$ cat src/lr_pkg.sv
// ----------------------------------------------------------------------------
// lr_pkg
// Shared constants and types for the line rasterizer.
// ----------------------------------------------------------------------------
package lr_pkg;

    localparam int COORD_BITS_DEF  = 10;
    localparam int COLOUR_BITS_DEF = 16;
    localparam int QUEUE_DEPTH_DEF = 2;

    // command codes
    localparam logic CMD_START = 1'b0;
    localparam logic CMD_NEXT  = 1'b1;

    // decoded command and stepping directions, front to back
    typedef struct packed {
        logic start;
        logic x_neg;
        logic y_neg;
        logic x_major;
    } lr_ctrl_t;

endpackage

$ cat src/lr_front.sv
// ----------------------------------------------------------------------------
// lr_front
// Decodes a command and works out the line setup for a start command.
// ----------------------------------------------------------------------------
module lr_front #(
    parameter int COORD_BITS = lr_pkg::COORD_BITS_DEF
) (
    input  logic                          command,
    input  logic [COORD_BITS-1:0]         start_x,
    input  logic [COORD_BITS-1:0]         start_y,
    input  logic [COORD_BITS-1:0]         end_x,
    input  logic [COORD_BITS-1:0]         end_y,
    output lr_pkg::lr_ctrl_t              ctrl,
    output logic [COORD_BITS-1:0]         first_x,
    output logic [COORD_BITS-1:0]         first_y,
    output logic [COORD_BITS-1:0]         major,
    output logic [COORD_BITS:0]           straight_inc,
    output logic signed [COORD_BITS+1:0]  error_init,
    output logic signed [COORD_BITS+1:0]  diagonal_inc
);

    logic [COORD_BITS-1:0] x0;
    logic [COORD_BITS-1:0] y0;
    logic [COORD_BITS-1:0] x1;
    logic [COORD_BITS-1:0] y1;
    logic [COORD_BITS-1:0] dx;
    logic [COORD_BITS-1:0] dy;
    logic [COORD_BITS-1:0] minor;
    logic                  x_neg;
    logic                  y_neg;
    logic                  x_major;

    always_comb
    begin
        x0 = start_x;
        y0 = start_y;
        x1 = end_x;
        y1 = end_y;
        // straight lines always run upward from the smaller coordinate
        if (start_x == end_x && end_y < start_y)
        begin
            y0 = end_y;
            y1 = start_y;
        end
        else if (start_y == end_y && end_x < start_x)
        begin
            x0 = end_x;
            x1 = start_x;
        end
        x_neg   = x1 < x0;
        y_neg   = y1 < y0;
        dx      = x_neg ? (x0 - x1) : (x1 - x0);
        dy      = y_neg ? (y0 - y1) : (y1 - y0);
        x_major = dx >= dy;
        major   = x_major ? dx : dy;
        minor   = x_major ? dy : dx;
    end

    assign straight_inc = {minor, 1'b0};
    assign error_init   = $signed({1'b0, straight_inc}) - $signed({2'b00, major});
    assign diagonal_inc = error_init - $signed({2'b00, major});

    assign first_x = x0;
    assign first_y = y0;

    assign ctrl.start   = (command == lr_pkg::CMD_START);
    assign ctrl.x_neg   = x_neg;
    assign ctrl.y_neg   = y_neg;
    assign ctrl.x_major = x_major;

endmodule

$ cat src/lr_queue.sv
// ----------------------------------------------------------------------------
// lr_queue
// Small register FIFO between the command front end and the stepper.
// ----------------------------------------------------------------------------
module lr_queue #(
    parameter int WIDTH = 8,
    parameter int DEPTH = lr_pkg::QUEUE_DEPTH_DEF
) (
    input  logic             clk,
    input  logic             rst_n,
    input  logic             wr_valid,
    output logic             wr_ready,
    input  logic [WIDTH-1:0] wr_data,
    output logic             rd_valid,
    input  logic             rd_ready,
    output logic [WIDTH-1:0] rd_data
);

    localparam int PTR_W = (DEPTH > 1) ? $clog2(DEPTH) : 1;
    localparam int CNT_W = $clog2(DEPTH + 1);
    localparam logic [PTR_W-1:0] PTR_LAST = PTR_W'(DEPTH - 1);
    localparam logic [PTR_W-1:0] PTR_ONE  = PTR_W'(1);
    localparam logic [CNT_W-1:0] CNT_FULL = CNT_W'(DEPTH);
    localparam logic [CNT_W-1:0] CNT_ONE  = CNT_W'(1);

    logic [WIDTH-1:0] mem [DEPTH];
    logic [PTR_W-1:0] wr_ptr_reg;
    logic [PTR_W-1:0] wr_ptr_next;
    logic [PTR_W-1:0] rd_ptr_reg;
    logic [PTR_W-1:0] rd_ptr_next;
    logic [CNT_W-1:0] count_reg;
    logic [CNT_W-1:0] count_next;
    logic             push;
    logic             pop;

    assign wr_ready = (count_reg != CNT_FULL);
    assign rd_valid = (count_reg != '0);
    assign rd_data  = mem[rd_ptr_reg];
    assign push     = wr_valid && wr_ready;
    assign pop      = rd_valid && rd_ready;

    always_comb
    begin
        wr_ptr_next = wr_ptr_reg;
        rd_ptr_next = rd_ptr_reg;
        count_next  = count_reg;
        if (push)
        begin
            wr_ptr_next = (wr_ptr_reg == PTR_LAST) ? '0 : wr_ptr_reg + PTR_ONE;
        end
        if (pop)
        begin
            rd_ptr_next = (rd_ptr_reg == PTR_LAST) ? '0 : rd_ptr_reg + PTR_ONE;
        end
        if (push && !pop)
        begin
            count_next = count_reg + CNT_ONE;
        end
        else if (pop && !push)
        begin
            count_next = count_reg - CNT_ONE;
        end
    end

    always_ff @(posedge clk or negedge rst_n)
    begin
        if (!rst_n)
        begin
            wr_ptr_reg <= '0;
            rd_ptr_reg <= '0;
            count_reg  <= '0;
        end
        else
        begin
            wr_ptr_reg <= wr_ptr_next;
            rd_ptr_reg <= rd_ptr_next;
            count_reg  <= count_next;
        end
    end

    always_ff @(posedge clk)
    begin
        if (push)
        begin
            mem[wr_ptr_reg] <= wr_data;
        end
    end

endmodule

$ cat src/lr_back.sv
// ----------------------------------------------------------------------------
// lr_back
// Bresenham stepper: holds the line state and emits one pixel per command.
// ----------------------------------------------------------------------------
module lr_back #(
    parameter int COORD_BITS  = lr_pkg::COORD_BITS_DEF,
    parameter int COLOUR_BITS = lr_pkg::COLOUR_BITS_DEF
) (
    input  logic                          clk,
    input  logic                          rst_n,
    input  logic                          q_valid,
    output logic                          q_ready,
    input  lr_pkg::lr_ctrl_t              ctrl,
    input  logic [COORD_BITS-1:0]         first_x,
    input  logic [COORD_BITS-1:0]         first_y,
    input  logic [COORD_BITS-1:0]         major,
    input  logic [COORD_BITS:0]           straight_inc,
    input  logic signed [COORD_BITS+1:0]  error_init,
    input  logic signed [COORD_BITS+1:0]  diagonal_inc,
    input  logic [COLOUR_BITS-1:0]        colour,
    output logic                          out_valid,
    input  logic                          out_ready,
    output logic                          pixel_valid,
    output logic [COORD_BITS-1:0]         pixel_x,
    output logic [COORD_BITS-1:0]         pixel_y,
    output logic [COLOUR_BITS-1:0]        pixel_colour,
    output logic                          last_pixel
);

    localparam int ERR_W = COORD_BITS + 3;
    localparam logic [COORD_BITS-1:0] ONE = COORD_BITS'(1);

    // line state
    logic [COORD_BITS-1:0]    cur_x_reg,    cur_x_next;
    logic [COORD_BITS-1:0]    cur_y_reg,    cur_y_next;
    logic signed [ERR_W-1:0]  err_reg,      err_next;
    logic [COORD_BITS:0]      str_reg;
    logic signed [COORD_BITS+1:0] diag_reg;
    logic [COORD_BITS-1:0]    left_reg;
    logic                     x_neg_reg;
    logic                     y_neg_reg;
    logic                     x_major_reg;
    logic [COLOUR_BITS-1:0]   colour_reg;
    logic                     active_reg;

    // output register
    logic                     out_valid_reg;
    logic                     out_pvalid_reg;
    logic [COORD_BITS-1:0]    out_x_reg;
    logic [COORD_BITS-1:0]    out_y_reg;
    logic [COLOUR_BITS-1:0]   out_colour_reg;
    logic                     out_last_reg;

    // selected source state for this transaction
    logic [COORD_BITS-1:0]    s_x;
    logic [COORD_BITS-1:0]    s_y;
    logic signed [ERR_W-1:0]  s_err;
    logic [COORD_BITS:0]      s_str;
    logic signed [COORD_BITS+1:0] s_diag;
    logic [COORD_BITS-1:0]    s_left;
    logic                     s_x_neg;
    logic                     s_y_neg;
    logic                     s_x_major;
    logic [COLOUR_BITS-1:0]   s_colour;
    logic                     emit;
    logic                     minor_step;
    logic                     take;

    assign q_ready = !out_valid_reg || out_ready;
    assign take    = q_valid && q_ready;

    always_comb
    begin
        s_x       = cur_x_reg;
        s_y       = cur_y_reg;
        s_err     = err_reg;
        s_str     = str_reg;
        s_diag    = diag_reg;
        s_left    = left_reg - ONE;
        s_x_neg   = x_neg_reg;
        s_y_neg   = y_neg_reg;
        s_x_major = x_major_reg;
        s_colour  = colour_reg;
        emit      = active_reg;
        if (ctrl.start)
        begin
            s_x       = first_x;
            s_y       = first_y;
            s_err     = {error_init[COORD_BITS+1], error_init};
            s_str     = straight_inc;
            s_diag    = diagonal_inc;
            s_left    = major;
            s_x_neg   = ctrl.x_neg;
            s_y_neg   = ctrl.y_neg;
            s_x_major = ctrl.x_major;
            s_colour  = colour;
            emit      = 1'b1;
        end

        // advance past the pixel being emitted
        minor_step = !s_err[ERR_W-1];
        err_next   = minor_step ? s_err + {s_diag[COORD_BITS+1], s_diag}
                                : s_err + $signed({2'b00, s_str});
        cur_x_next = s_x;
        cur_y_next = s_y;
        if (s_x_major || minor_step)
        begin
            cur_x_next = s_x_neg ? s_x - ONE : s_x + ONE;
        end
        if (!s_x_major || minor_step)
        begin
            cur_y_next = s_y_neg ? s_y - ONE : s_y + ONE;
        end
    end

    always_ff @(posedge clk or negedge rst_n)
    begin
        if (!rst_n)
        begin
            cur_x_reg     <= '0;
            cur_y_reg     <= '0;
            err_reg       <= '0;
            str_reg       <= '0;
            diag_reg      <= '0;
            left_reg      <= '0;
            x_neg_reg     <= 1'b0;
            y_neg_reg     <= 1'b0;
            x_major_reg   <= 1'b0;
            colour_reg    <= '0;
            active_reg    <= 1'b0;
            out_valid_reg <= 1'b0;
        end
        else
        begin
            if (take && emit)
            begin
                cur_x_reg   <= cur_x_next;
                cur_y_reg   <= cur_y_next;
                err_reg     <= err_next;
                str_reg     <= s_str;
                diag_reg    <= s_diag;
                left_reg    <= s_left;
                x_neg_reg   <= s_x_neg;
                y_neg_reg   <= s_y_neg;
                x_major_reg <= s_x_major;
                colour_reg  <= s_colour;
                active_reg  <= (s_left != '0);
            end
            if (take)
            begin
                out_valid_reg <= 1'b1;
            end
            else if (out_ready)
            begin
                out_valid_reg <= 1'b0;
            end
        end
    end

    always_ff @(posedge clk)
    begin
        if (take)
        begin
            // idle next command gives an all-zero result
            out_pvalid_reg <= emit;
            out_x_reg      <= emit ? s_x : '0;
            out_y_reg      <= emit ? s_y : '0;
            out_colour_reg <= emit ? s_colour : '0;
            out_last_reg   <= emit && (s_left == '0);
        end
    end

    assign out_valid    = out_valid_reg;
    assign pixel_valid  = out_pvalid_reg;
    assign pixel_x      = out_x_reg;
    assign pixel_y      = out_y_reg;
    assign pixel_colour = out_colour_reg;
    assign last_pixel   = out_last_reg;

endmodule

$ cat src/line_rasterizer.sv
// ----------------------------------------------------------------------------
// line_rasterizer
// Bresenham line generator, one pixel per command transaction.
// ----------------------------------------------------------------------------
// Every command transaction gives exactly one result transaction. A start
// command loads the endpoints and colour and returns the first pixel; each
// next command returns the following pixel, the final one with tlast set. A
// next command with no line active returns a result with tuser (pixel valid)
// low and all other fields zero. While the output is not stalled, the block
// takes one command per clock and delivers one pixel per clock: the stepper
// does one add and compare on the error term per pixel. A command passes
// through the command queue and then the output register on its way out; the
// queue, QUEUE_DEPTH entries deep, keeps commands flowing in while the output
// is stalled.
module line_rasterizer #(
    parameter int COORD_BITS  = lr_pkg::COORD_BITS_DEF,
    parameter int COLOUR_BITS = lr_pkg::COLOUR_BITS_DEF,
    parameter int QUEUE_DEPTH = lr_pkg::QUEUE_DEPTH_DEF
) (
    input  logic clk,
    input  logic rst_n,
    input  logic s_tvalid,
    output logic s_tready,
    // start_x, start_y, end_x, end_y, colour, zero padding
    input  logic [((4*COORD_BITS+COLOUR_BITS+7)/8)*8-1:0] s_tdata,
    // command
    input  logic s_tuser,
    output logic m_tvalid,
    input  logic m_tready,
    // pixel_x, pixel_y, pixel_colour, zero padding
    output logic [((2*COORD_BITS+COLOUR_BITS+7)/8)*8-1:0] m_tdata,
    // pixel_valid
    output logic m_tuser,
    // last_pixel
    output logic m_tlast
);

    localparam int CB      = COORD_BITS;
    localparam int DOUT_W  = ((2*CB+COLOUR_BITS+7)/8)*8;
    localparam int ENTRY_W = $bits(lr_pkg::lr_ctrl_t) + 6*CB + 5 + COLOUR_BITS;

    lr_pkg::lr_ctrl_t          f_ctrl,  b_ctrl;
    logic [CB-1:0]             f_x0,    b_x0;
    logic [CB-1:0]             f_y0,    b_y0;
    logic [CB-1:0]             f_major, b_major;
    logic [CB:0]               f_str,   b_str;
    logic signed [CB+1:0]      f_err,   b_err;
    logic signed [CB+1:0]      f_diag,  b_diag;
    logic [COLOUR_BITS-1:0]    b_colour;
    logic [ENTRY_W-1:0]        wr_entry;
    logic [ENTRY_W-1:0]        rd_entry;
    logic                      q_valid;
    logic                      q_ready;
    logic [CB-1:0]             px;
    logic [CB-1:0]             py;
    logic [COLOUR_BITS-1:0]    pcolour;

    lr_front #(
        .COORD_BITS (COORD_BITS)
    ) u_front (
        .command      (s_tuser),
        .start_x      (s_tdata[CB-1:0]),
        .start_y      (s_tdata[2*CB-1:CB]),
        .end_x        (s_tdata[3*CB-1:2*CB]),
        .end_y        (s_tdata[4*CB-1:3*CB]),
        .ctrl         (f_ctrl),
        .first_x      (f_x0),
        .first_y      (f_y0),
        .major        (f_major),
        .straight_inc (f_str),
        .error_init   (f_err),
        .diagonal_inc (f_diag)
    );

    assign wr_entry = {f_ctrl, f_x0, f_y0, f_major, f_str, f_err, f_diag,
                       s_tdata[4*CB+COLOUR_BITS-1:4*CB]};

    lr_queue #(
        .WIDTH (ENTRY_W),
        .DEPTH (QUEUE_DEPTH)
    ) u_queue (
        .clk      (clk),
        .rst_n    (rst_n),
        .wr_valid (s_tvalid),
        .wr_ready (s_tready),
        .wr_data  (wr_entry),
        .rd_valid (q_valid),
        .rd_ready (q_ready),
        .rd_data  (rd_entry)
    );

    assign {b_ctrl, b_x0, b_y0, b_major, b_str, b_err, b_diag, b_colour} = rd_entry;

    lr_back #(
        .COORD_BITS  (COORD_BITS),
        .COLOUR_BITS (COLOUR_BITS)
    ) u_back (
        .clk          (clk),
        .rst_n        (rst_n),
        .q_valid      (q_valid),
        .q_ready      (q_ready),
        .ctrl         (b_ctrl),
        .first_x      (b_x0),
        .first_y      (b_y0),
        .major        (b_major),
        .straight_inc (b_str),
        .error_init   (b_err),
        .diagonal_inc (b_diag),
        .colour       (b_colour),
        .out_valid    (m_tvalid),
        .out_ready    (m_tready),
        .pixel_valid  (m_tuser),
        .pixel_x      (px),
        .pixel_y      (py),
        .pixel_colour (pcolour),
        .last_pixel   (m_tlast)
    );

    assign m_tdata = DOUT_W'({pcolour, py, px});

endmodule

$ cat config.mk
export PLATFORM = sky130hd
export DESIGN_NAME = line_rasterizer
export DESIGN_NICKNAME = d
export VERILOG_FILES = /design/src/lr_pkg.sv /design/src/lr_front.sv /design/src/lr_queue.sv /design/src/lr_back.sv /design/src/line_rasterizer.sv
export SDC_FILE = /design/constraint.sdc
export NUM_CORES = 1
export LEC_CHECK = 0
export BUFFER_PORTS_ARGS = -buffer_cell sky130_fd_sc_hd__buf_4
export CAP_MARGIN = 20
export CORE_MARGIN = 5
export CORE_UTILIZATION = 55
export CTS_CLUSTER_DIAMETER = 80
export DETAILED_ROUTE_END_ITERATION = 10
export GPL_ROUTABILITY_DRIVEN = 0
export MAX_ROUTING_LAYER = met4
export PLACE_DENSITY = 0.75
export SLEW_MARGIN = 20
export SYNTH_ARGS = -nofsm -noshare
export SYNTH_HDL_FRONTEND = slang
export SYNTH_SLANG_ARGS = --single-unit
export TNS_END_PERCENT = 100
$ cat constraint.sdc
create_clock -name clk -period 9.8 [get_ports clk]
set_input_delay 2.94 -clock clk [delete_from_list [all_inputs] [get_ports clk]]
set_output_delay 2.94 -clock clk [all_outputs]
set_load 0.05 [all_outputs]
==> flow_metrics.py <==
metrics = {
    "outcome": {
        "status": "finished with violations",
        "violations": "setup timing",
    },
    "worst_setup_path": {
        "crit_top_cell": "nor2_1",
        "critical-path-slowest-cell": "or4_4",
        "slowest_delay_ns": 0.48,
        "rr_startpoint": "u_queue.rd_ptr_reg$_DFFE_PN0P_",
        "end_kind": "flip-flop",
        "reg2reg_depth": 19,
        "cp.arrival_ns": 10.73,
        "crit_required_ns": 10.08,
        "cp_max_fo": 5,
        "cp.buffers_inverters": 4,
        "rrSetupSlack_ns": 4.20,
        "r2r-end": "u_back.cur_x_reg[9]$_DFFE_PN0P_",
        "critical_path.top_delay_family": "adder cells",
        "crit_path_start_kind": "primary input",
        "setup.worst_path.class": "primary input to flip-flop",
    },
    "clocking": {
        "clock_sinks": 293,
        "clock_latency_ns": 0.54,
        "htreeDepth": 1,
        "cts.clk_slew.worst_paths_ns": 0.06,
        "cts_inserted_buffers": 27,
        "ctsHoldBuffers": 0,
        "cts_buffer_depth": 3,
        "root_buffer": "clkbuf_16",
        "cts_tree": "done",
    },
    "floorplanning": {
        "die_w_um": 186.1,
        "num_rows": 64,
        "core_um2": 30590,
        "die_h_um": 186.1,
        "start_util": 0.5573,
        "fp.dieArea_um2": 34620,
        "num_io_pins": 105,
    },
    "placed_design": {
        "pre_cts_ws_ns": -1.296,
        "place_area_um2": 20140,
        "hpwl_um": 30770,
        "io_buffer_count": 100,
    },
    "yosys": {
        "yosysSeqAreaShare": 0.4894,
        "syn_area_um2": 17050,
        "synthFlopType": "edfxtp_1",
        "async_flop_share": 0.3106,
        "postSynthCellCount": 1616,
        "synth_seq_cells": 293,
        "yosys_warnings": 0,
        "synth_edf_count": 202,
        "yosysUniqueCellTypes": 87,
        "avgSynthCellArea_um2": 10.55,
    },
    "final_layout": {
        "fillerInstances": 2055,
        "final_cell_mix": "buf_4 (374), edfxtp_1 (202), nand2_1 (160)",
        "largest_reg_flops": 164,
        "nNetsFinal": 2103,
        "n_antenna_cell": 0,
        "multiInputGateArea_um2": 8850,
        "post-route-util": 0.7146,
        "seq_area_um2": 8347,
        "final_common_cell": "buf_4",
        "design_area_um2": 21860,
        "synthToLayoutAreaGrowth_pct": 28.21,
        "drive_gt1_frac": 0.3002,
    },
    "sta": {
        "fin_ws_ns": -0.6501,
        "hold_viol_final": 0,
        "slew_violations": 0,
        "post-route-period-util": 1.066,
        "worst_slew_pin_slew_ns": 0.9316,
        "max_freq_mhz": 95.69,
        "timing.slew.headroom": 0.3724,
        "fin_skew_ns": 0.009028,
        "setup_viol": 14,
        "min_period_ns": 10.45,
        "holdWs_ns": 0.4838,
        "grt_setup_unrepaired": "yes",
    },
    "hold_path": {
        "min_path_cells": 2,
        "worstHoldPathType": "flip-flop to flip-flop",
        "hold_path_startpoint": "u_back.cur_x_reg[3]$_DFFE_PN0P_",
        "min_to": "u_back.cur_x_reg[3]$_DFFE_PN0P_",
    },
    "global_route": {
        "antenna_found_initial": 1,
        "busiest_layer": "met2",
        "overflow": 0,
        "grtUsageMet3": 0.02716,
        "grt_use_met2": 0.4348,
        "grt_pass1_vias": 13981,
        "grt_usage": 0.2560,
        "grt_pass1_wl_um": 69640,
        "grtUsageMet1": 0.3235,
        "grt_max_degree": 88,
    },
    "routing": {
        "drt_iter0_drc": 1202,
        "drc": 0,
        "vias": 13903,
        "routed_wl_um": 44590,
        "wl_per_cell_um": 18.77,
        "ant_nets": 0,
        "dr.pass1.iters": 6,
        "vias_per_cell": 5.854,
    },
    "flow_run": {
        "drv_cap": 0,
    },
}
==> per-layer routing <==
layer  share of wire  up-vias
li1                -     6548
met1            0.41     6668
met2            0.50      546
met3           0.062      141
met4           0.036        0
met5               0        -
==> cell usage after synthesis (25+ instances only) <==
library cell / number / area [um^2]
edfxtp_1: 202 / 6066
nand2_1: 163 / 611.8
a21oi_1: 144 / 720.7
o21ai_0: 127 / 635.6
nor2_1: 124 / 465.5
mux2i_1: 117 / 1171
dfrtp_1: 91 / 2277
ha_1: 80 / 1001
inv_1: 78 / 292.8
xnor2_1: 53 / 464.2
clkbuf_1: 49 / 183.9
o21bai_1: 25 / 187.7
==> tightest hold or removal path, cell delays in order, from the launching register on <==
cell and delay, ns:
dfrtp_1 0.34, nand2_1 0.05, o21ai_0 0.06
==> stage by stage <==
stage                     instances  TNS (ns)
after global routing           2375    -8.608
after CTS                      2366    -2.064
final                          2375    -5.266
after global placement         2290    -10.54
after detailed placement       2290    -20.10
after floorplan                1619    -19.03
==> kinds of logic after synthesis <==
kind of cell | share of synthesized area
AOI/OAI and AO/OA | 0.1568
xor gates and xnor gates | 0.04183
adders and majority gates | 0.06664
buffers and inverters | 0.03625
DFF | 0.4894
muxes | 0.09335
other | 0.0002200
and+or+nand+nor | 0.1155
==> area by class of cell <==
cell class                      count  area share
Sequential cell                   293      0.3819
Inverter                           78     0.01454
Timing Repair Buffer              388      0.1361
Timing Repair inverter              1   0.0003434
Tap cell                          396     0.02267
Clock buffer                       38     0.03417
Multi-Input combinational cell   1169      0.4049
Clock inverter                     12    0.005495
==> repair_timing <==
item	4_1_cts	5_1_grt
setup endpoints to repair	16	22
gates cloned	1	0
resized for setup	66	40
buffers inserted	26	9
pin swaps	35	45
==> worst max path at each step <==
stage | startpoint | cells past startpoint | end
3_5_place_dp | s_tdata[13] | 42 | u_queue.mem[0][27]$_DFFE_PP_
3_3_place_gp | s_tdata[15] | 43 | u_queue.mem[0][26]$_DFFE_PP_
2_1_floorplan | s_tdata[7] | 49 | u_queue.mem[0][27]$_DFFE_PP_
6_report | s_tdata[7] | 42 | u_queue.mem[0][27]$_DFFE_PP_
5_1_grt | s_tdata[7] | 41 | u_queue.mem[1][27]$_DFFE_PP_
4_1_cts | s_tdata[18] | 42 | u_queue.mem[1][27]$_DFFE_PP_
Power is not shown: default switching activity piles up to over one toggle a cycle in this logic, so the estimate is an artifact.
